==> src/design/assert_macros.svh <==
// Assertion macros shared by the nearest-node search RTL.
// Each macro expects clk and arst_n in scope at the point of use.
`ifndef ASSERT_MACROS_SVH
`define ASSERT_MACROS_SVH

// Condition holds at every clock edge out of reset.
`define NNHS_ASSERT(name, cond) \
	name: assert property (@(posedge clk) disable iff (!arst_n) (cond)) \
		else $error("nnhs assertion failed");

// Consequent holds in the same cycle as the antecedent.
`define NNHS_IMPLY(name, ante, cons) \
	name: assert property (@(posedge clk) disable iff (!arst_n) (ante) |-> (cons)) \
		else $error("nnhs assertion failed");

// Consequent holds in the cycle after the antecedent.
`define NNHS_NEXT(name, ante, cons) \
	name: assert property (@(posedge clk) disable iff (!arst_n) (ante) |=> (cons)) \
		else $error("nnhs assertion failed");

`endif

==> src/design/nnhs_pkg.sv <==
// Package of the nearest-node search: widths, codes, command and status
// structs, and the CORDIC arctangent table. No dependencies.
package nnhs_pkg;

	localparam int unsigned MaxNodesDef    = 1024;
	localparam int unsigned CordicStepsDef = 24;

	localparam int unsigned LatW    = 31;
	localparam int unsigned LonW    = 32;
	localparam int unsigned CoordW  = 32;
	localparam int unsigned IdxOutW = 10;
	localparam int unsigned StatW   = 2;
	localparam int unsigned AngW    = 33;
	localparam int unsigned TrigW   = 33;
	localparam int unsigned AW      = 32;
	localparam int unsigned StepW   = 6;

	localparam logic [29:0]           TurnScale  = 30'd640511947;
	localparam logic signed [TrigW-1:0] CordicGain = 33'sd652032874;

	localparam logic FUNC_ADD   = 1'b0;
	localparam logic FUNC_QUERY = 1'b1;

	typedef enum logic [StatW-1:0] {
		ST_OK    = 2'd0,
		ST_FULL  = 2'd1,
		ST_EMPTY = 2'd2
	} status_t;

	typedef enum logic [2:0] {
		S_IDLE,
		S_ADD_CMP,
		S_ADD_END,
		S_Q_START,
		S_Q_WAIT,
		S_Q_HAV,
		S_FIN
	} ctrl_state_t;

	typedef struct packed {
		logic load_item;
		logic idx_clr;
		logic idx_inc;
		logic rd_en;
		logic append;
		logic cordic_start;
		logic hav_start;
		logic best_upd;
		logic res_found;
		logic res_new;
		logic res_full;
		logic res_empty;
		logic res_best;
		logic out_load;
	} cmd_t;

	typedef struct packed {
		logic cnt_zero;
		logic cnt_full;
		logic idx_last;
		logic match;
		logic cordic_done;
		logic a_valid;
	} sts_t;

	// atan(2^-i) in units of 2^-32 turn
	function automatic logic signed [AngW-1:0] atan_turn(input logic [4:0] i);
		logic signed [AngW-1:0] v;
		case (i)
			5'd0:  v = 33'sd536870912;
			5'd1:  v = 33'sd316933406;
			5'd2:  v = 33'sd167458907;
			5'd3:  v = 33'sd85004756;
			5'd4:  v = 33'sd42667331;
			5'd5:  v = 33'sd21354465;
			5'd6:  v = 33'sd10679838;
			5'd7:  v = 33'sd5340245;
			5'd8:  v = 33'sd2670163;
			5'd9:  v = 33'sd1335087;
			5'd10: v = 33'sd667544;
			5'd11: v = 33'sd333772;
			5'd12: v = 33'sd166886;
			5'd13: v = 33'sd83443;
			5'd14: v = 33'sd41722;
			5'd15: v = 33'sd20861;
			5'd16: v = 33'sd10430;
			5'd17: v = 33'sd5215;
			5'd18: v = 33'sd2608;
			5'd19: v = 33'sd1304;
			5'd20: v = 33'sd652;
			5'd21: v = 33'sd326;
			5'd22: v = 33'sd163;
			5'd23: v = 33'sd81;
			5'd24: v = 33'sd41;
			5'd25: v = 33'sd20;
			5'd26: v = 33'sd10;
			5'd27: v = 33'sd5;
			5'd28: v = 33'sd3;
			5'd29: v = 33'sd1;
			5'd30: v = 33'sd1;
			default: v = 33'sd0;
		endcase
		return v;
	endfunction

endpackage

==> src/design/nnhs_ctrl.sv <==
// Controller state machine: sequences the add lookup, the nearest-node scan
// and the output handoff. Depends on nnhs_pkg.
module nnhs_ctrl import nnhs_pkg::*; (
	input  logic clk,
	input  logic arst_n,
	input  logic item_valid,
	input  logic item_func,
	output logic item_ready,
	output logic result_valid,
	input  logic result_ready,
	input  sts_t sts,
	output cmd_t cmd
);

	ctrl_state_t state_q, state_d;
	logic        out_valid_q;

	always_ff @(posedge clk or negedge arst_n) begin
		if (!arst_n) begin
			state_q     <= S_IDLE;
			out_valid_q <= 1'b0;
		end else begin
			state_q <= state_d;
			if (cmd.out_load) begin
				out_valid_q <= 1'b1;
			end else if (result_ready) begin
				out_valid_q <= 1'b0;
			end
		end
	end

	always_comb begin
		state_d    = state_q;
		cmd        = '0;
		item_ready = 1'b0;
		unique case (state_q)
			S_IDLE: begin
				item_ready = 1'b1;
				if (item_valid) begin
					cmd.load_item = 1'b1;
					cmd.idx_clr   = 1'b1;
					if (item_func == FUNC_ADD) begin
						if (sts.cnt_zero) begin
							state_d = S_ADD_END;
						end else begin
							cmd.rd_en = 1'b1;
							state_d   = S_ADD_CMP;
						end
					end else begin
						if (sts.cnt_zero) begin
							cmd.res_empty = 1'b1;
							state_d       = S_FIN;
						end else begin
							cmd.rd_en = 1'b1;
							state_d   = S_Q_START;
						end
					end
				end
			end
			S_ADD_CMP: begin
				if (sts.match) begin
					cmd.res_found = 1'b1;
					state_d       = S_FIN;
				end else if (sts.idx_last) begin
					state_d = S_ADD_END;
				end else begin
					cmd.idx_inc = 1'b1;
					cmd.rd_en   = 1'b1;
				end
			end
			S_ADD_END: begin
				if (sts.cnt_full) begin
					cmd.res_full = 1'b1;
				end else begin
					cmd.append  = 1'b1;
					cmd.res_new = 1'b1;
				end
				state_d = S_FIN;
			end
			S_Q_START: begin
				cmd.cordic_start = 1'b1;
				state_d          = S_Q_WAIT;
			end
			S_Q_WAIT: begin
				if (sts.cordic_done) begin
					cmd.hav_start = 1'b1;
					state_d       = S_Q_HAV;
				end
			end
			S_Q_HAV: begin
				if (sts.a_valid) begin
					cmd.best_upd = 1'b1;
					if (sts.idx_last) begin
						cmd.res_best = 1'b1;
						state_d      = S_FIN;
					end else begin
						cmd.idx_inc = 1'b1;
						cmd.rd_en   = 1'b1;
						state_d     = S_Q_START;
					end
				end
			end
			S_FIN: begin
				if (!out_valid_q || result_ready) begin
					cmd.out_load = 1'b1;
					state_d      = S_IDLE;
				end
			end
			default: state_d = S_IDLE;
		endcase
	end

	assign result_valid = out_valid_q;

endmodule

==> config.mk <==
export PLATFORM = sky130hd
export DESIGN_NAME = nnhs_ctrl
export DESIGN_NICKNAME = d
export VERILOG_FILES = /design/src/design/assert_macros.svh /design/src/design/nnhs_pkg.sv /design/src/design/nnhs_ctrl.sv
export SDC_FILE = /design/constraint.sdc
export NUM_CORES = 1
export LEC_CHECK = 0
export BUFFER_PORTS_ARGS = -buffer_cell sky130_fd_sc_hd__buf_4
export CELL_PAD_IN_SITES_DETAIL_PLACEMENT = 2
export CELL_PAD_IN_SITES_GLOBAL_PLACEMENT = 2
export CORE_ASPECT_RATIO = 0.9
export CORE_MARGIN = 2
export CORE_UTILIZATION = 23
export CTS_BUF_LIST = sky130_fd_sc_hd__clkbuf_4
export CTS_CLUSTER_SIZE = 10
export DETAILED_ROUTE_END_ITERATION = 16
export GPL_ROUTABILITY_DRIVEN = 0
export MAX_ROUTING_LAYER = met4
export PLACE_DENSITY = 0.94
export SYNTH_ARGS = -nofsm -noshare
export SYNTH_HDL_FRONTEND = slang
export SYNTH_SLANG_ARGS = --single-unit
==> constraint.sdc <==
create_clock -name clk -period 3.7 [get_ports clk]
set_input_delay 0.555 -clock clk [delete_from_list [all_inputs] [get_ports clk]]
set_output_delay 0.555 -clock clk [all_outputs]
set_load 0.01 [all_outputs]
Word level (Yosys, flattened, before mapping)
Index checks and enable logic that the tools add are counted.

cells by class
  multiplexer cells = 43
  reduce and logical (&&, ||, !) cells = 5
  eq/ne operators = 11

operators by type and width
  cell                  count
  $mux W3               9
  $mux W1               24
  $pmux W3 S7           1
  $mux W2               7
  $eq A3 B3 Y1 const B  3
  $ne A2 B2 Y1 const B  4
  $eq A3 B2 Y1 const B  2
  $reduce_and A5 Y1     1
  $eq A3 B1 Y1 const B  1
  $logic_not A3 Y1      1
  $ne A3 B3 Y1 const B  1
  $pmux W1 S3           1
  $pmux W1 S2           1
  $reduce_bool A2 Y1    1
  $logic_not A1 Y1      1
  $logic_or A1 B1 Y1    1

storage, ports and cells
  word-level logic and storage cells = 61
  output and inout bits = 16
  bits of input ports = 11
  register bits = 4

Depth between registers and ports, before layout
  depth after elaboration = 5
  depth in mapped cells = 6
  depth with buffers taken out = 4

Least setup slack after synthesis
No wires, ideal clock.

  path type = flip-flop to output port
  start = register state_q[0]
  end = output port cmd[2] (netlist bit)
  required time = 3.145 ns
  arrival time = 1.495 ns
  path buffers = 1
  slack = 1.650 ns
  stages on the path, launching flop included = 4
  cells stage by stage = dfrtp_1 -> buf_2 -> nor4b_1 -> and3_1

RTL lines
  element                 RTL line         text
  start, declared         nnhs_ctrl.sv:15  ctrl_state_t state_q, state_d;
  start signal, assigned  nnhs_ctrl.sv:23  state_q <= state_d;
  end, declared           nnhs_ctrl.sv:12  output cmd_t cmd

==> impl_metrics.toml <==
[status]
result_of_the_run = "completed"

[clocking]
worst_skew_pair.late_latency_ns = 0.24
clkTransAtPathRegs_ns = 0.04
cts.hold.buffers_added = 0
cts_buf_count = 3
clk_path_buf_depth = 2
post_cts.repair.setup_buffers = 0
htreeDepth = 1
clock_sinks = 4
tritoncts = "done"
post_cts_resize_count = 0
clock-root-buffer = "sky130_fd_sc_hd__clkbuf_4"

[synthesis]
synth.cells.most_frequent = "5 x sky130_fd_sc_hd__nand2_1, 5 x sky130_fd_sc_hd__nor3_1, 4 x sky130_fd_sc_hd__dfrtp_1, 4 x sky130_fd_sc_hd__inv_1"
postSynth.topFlopCell = "sky130_fd_sc_hd__dfrtp_1"
async_s_r_ff_share_synth = 1.000
yosys_warnings = 0
syn_area_per_cell_um2 = 7.644
mappedNetlistArea_um2 = 420.4
syn-instance-count = 55
number_of_enable_type_register_cells_in_the_synthesized_netlist = 0
synthTopCellsByArea = "sky130_fd_sc_hd__dfrtp_1 24%, sky130_fd_sc_hd__nor3_1 6.0%, sky130_fd_sc_hd__nand2_1 4.5%, sky130_fd_sc_hd__nand2b_1 4.5%, sky130_fd_sc_hd__o32ai_2 3.9%"
yosysSeqAreaShare = 0.2381
yosys_register_bits = 4
yosysTopAreaCell = "sky130_fd_sc_hd__dfrtp_1"
net_count_synth = 66
synth_largest_type_area_fraction = 0.2381
synthDistinctLibCells = 27

[sta]
fin_setup_tns_ns = 0
f_max_ghz = 0.4242
final_hold_viol_count = 0
setup-violations-final = 0
finClkSkew_ns = 0.004487
final_period_minus_worst_setup_slack_ns = 2.358
grt_setup_unrepaired = "false"
period_share = 0.6372
tightest_slew_ns = 0.6242
final_max_slew_viol_count = 0
maxSlewHeadroom = 0.5780
hold-worst-slack_ns = 0.1003

[floorplanning]
core_mm2 = 0.001699
io-pin-count = 27
die_w_um = 49.07
fp-row-count = 14
die_area_mm2 = 0.002186
die_y_um = 44.56
starting_utilization_of_the_core_area = 0.2474

[worst_setup_path]
timing_worst_setup_path_type = "register to output pin"
critical_path.max_stage_delay_ns = 0.62
critical_path_required_ns = 3.14
cp-start-kind = "register"
crit-reg2reg-launch = "state_q[2]"
worst_ep_arrival_time_ns = 1.80
critical-path-slowest-cell = "sky130_fd_sc_hd__nor4b_1"
regToRegSetupSlack_ns = 2.00
r2r_cells = 4
series_of_cell_instances_along_the_critical_path = "nor4b_1 > and3_1 > buf_4"
critical_register_to_register_path_endpoint = "state_q[2]"
critPathMaxFanout = 18
critPathCaptureType = "output pin"

[layout]
final_layout_size_suffix_gt1_frac = 0.4231
filler_cell_count = 223
sequential_cell_area_um2 = 100.1
final_core_util = 0.3689
final_nets = 91
antenna_cells = 0
area_of_combinational_cells_with_multiple_inputs_um2 = 264.0
synthToLayoutAreaGrowth_pct = 49.11

[placed_design]
buffer_ports.inserted = 26
dp.final_hpwl_um = 1110

[global_route]
grt_pass1_wl_um = 2332
pin_count_of_the_biggest_net_entering_global_routing = 19
global_route.usage.total = 0.1467
antenna_violations_before_repair = 0
global_route.overflow_total = 0
grt_pass1_vias = 506

[power]
cellLeakagePower_nw = 0.3115
finalPower_w = 0.0004347
powerDensity_mw_per_mm2 = 693.5
max-vdd-ir-drop_mv = 0.2421

[routing]
vias_per_cell = 4.775
detail-route-antenna-nets = 0
pre_antenna_drt_iters = 2
detailroute.via_count = 487
wl_per_cell_um = 14.03
totalWireLength_um = 1431
drtIter0Drc = 1
detail_route.drc_violations = 0

[run]
max_cap_violations = 0

[hold_path]
worst_hold_path_type = "input pin to async pin"
-- cells in the final DEF (no fill, tap or decap), types with 2 or more instances in the layout --
cell type                   n
sky130_fd_sc_hd__a21o_1     2
sky130_fd_sc_hd__a21oi_1    3
sky130_fd_sc_hd__buf_4     26
sky130_fd_sc_hd__clkbuf_4   3
sky130_fd_sc_hd__dfrtp_1    4
sky130_fd_sc_hd__inv_1      4
sky130_fd_sc_hd__nand2_1    5
sky130_fd_sc_hd__nand2b_1   3
sky130_fd_sc_hd__nand3b_1   2
sky130_fd_sc_hd__nor2_1     3
sky130_fd_sc_hd__nor2b_1    2
sky130_fd_sc_hd__nor3_1     5
sky130_fd_sc_hd__nor3b_1    2
sky130_fd_sc_hd__o21ai_0    2
-- kinds of logic (layout without fill, tap and decap cells) --
family | count (synthesis) | after routing | synth area share
DFF | 4 | 4 | 0.2381
muxes | 1 | 1 | 0.03570
buffers and inverters | 10 | 33 | 0.1339
AOI/OAI and AO/OA | 13 | 13 | 0.2262
and+or+nand+nor | 27 | 27 | 0.3661
-- state kept, by name, summed over array words and instances, names as in the netlist --
signal / flops
result_valid: 1
state_q: 3
-- per-stage QoR --
| stage | instances | setup slack (ns) | cell area (µm²) |
|---|---|---|---|
| floorplan | 55 | 1.650 | 420.4 |
| global placement | 99 | 1.713 | 604.3 |
| detailed placement | 99 | 1.600 | 604.3 |
| CTS | 102 | 1.348 | 626.9 |
| global route | 102 | 1.203 | 626.9 |
| finish | 102 | 1.342 | 626.9 |
-- power by group --
group / internal (W) / switching (W)
clock: 0.0000364 / 0.0000200
sequential: 0.0000642 / 0.0000613
combinational: 0.000130 / 0.000122
-- routing by layer --
metal	global-route usage	share of wire	up-vias
li1	-	-	237
met2	0.2622	0.51	12
met4	0.06857	0.011	0
met5	-	0	-
met1	0.1619	0.45	236
met3	0.02365	0.031	2
-- how the worst max path moves through the flow --
stage,start,end,slack (ns)
after global routing,state_q[2],cmd[2],1.20
after CTS,state_q[2],cmd[2],1.35
after detailed placement,state_q[2],cmd[2],1.60
after global placement,state_q[2],cmd[2],1.71
after floorplan,state_q[0],cmd[2],1.65
final,state_q[2],cmd[2],1.34
-- worst max-delay path, delay by kind of cell (launching register included) --
kind	cells	cell delay [ns]
buf+inv	1	0.12
flops	1	0.57
simple gates	2	0.87
-- area by class of cell --
cell class                 instances  share of cell area
inverter                           4             0.02395
timing repair buffer              26              0.3114
tap                               24             0.04790
clock buffer                       3             0.03593
sequential                         4              0.1597
multi-input combinational         41              0.4212
Power figures use the tool's default switching activity.
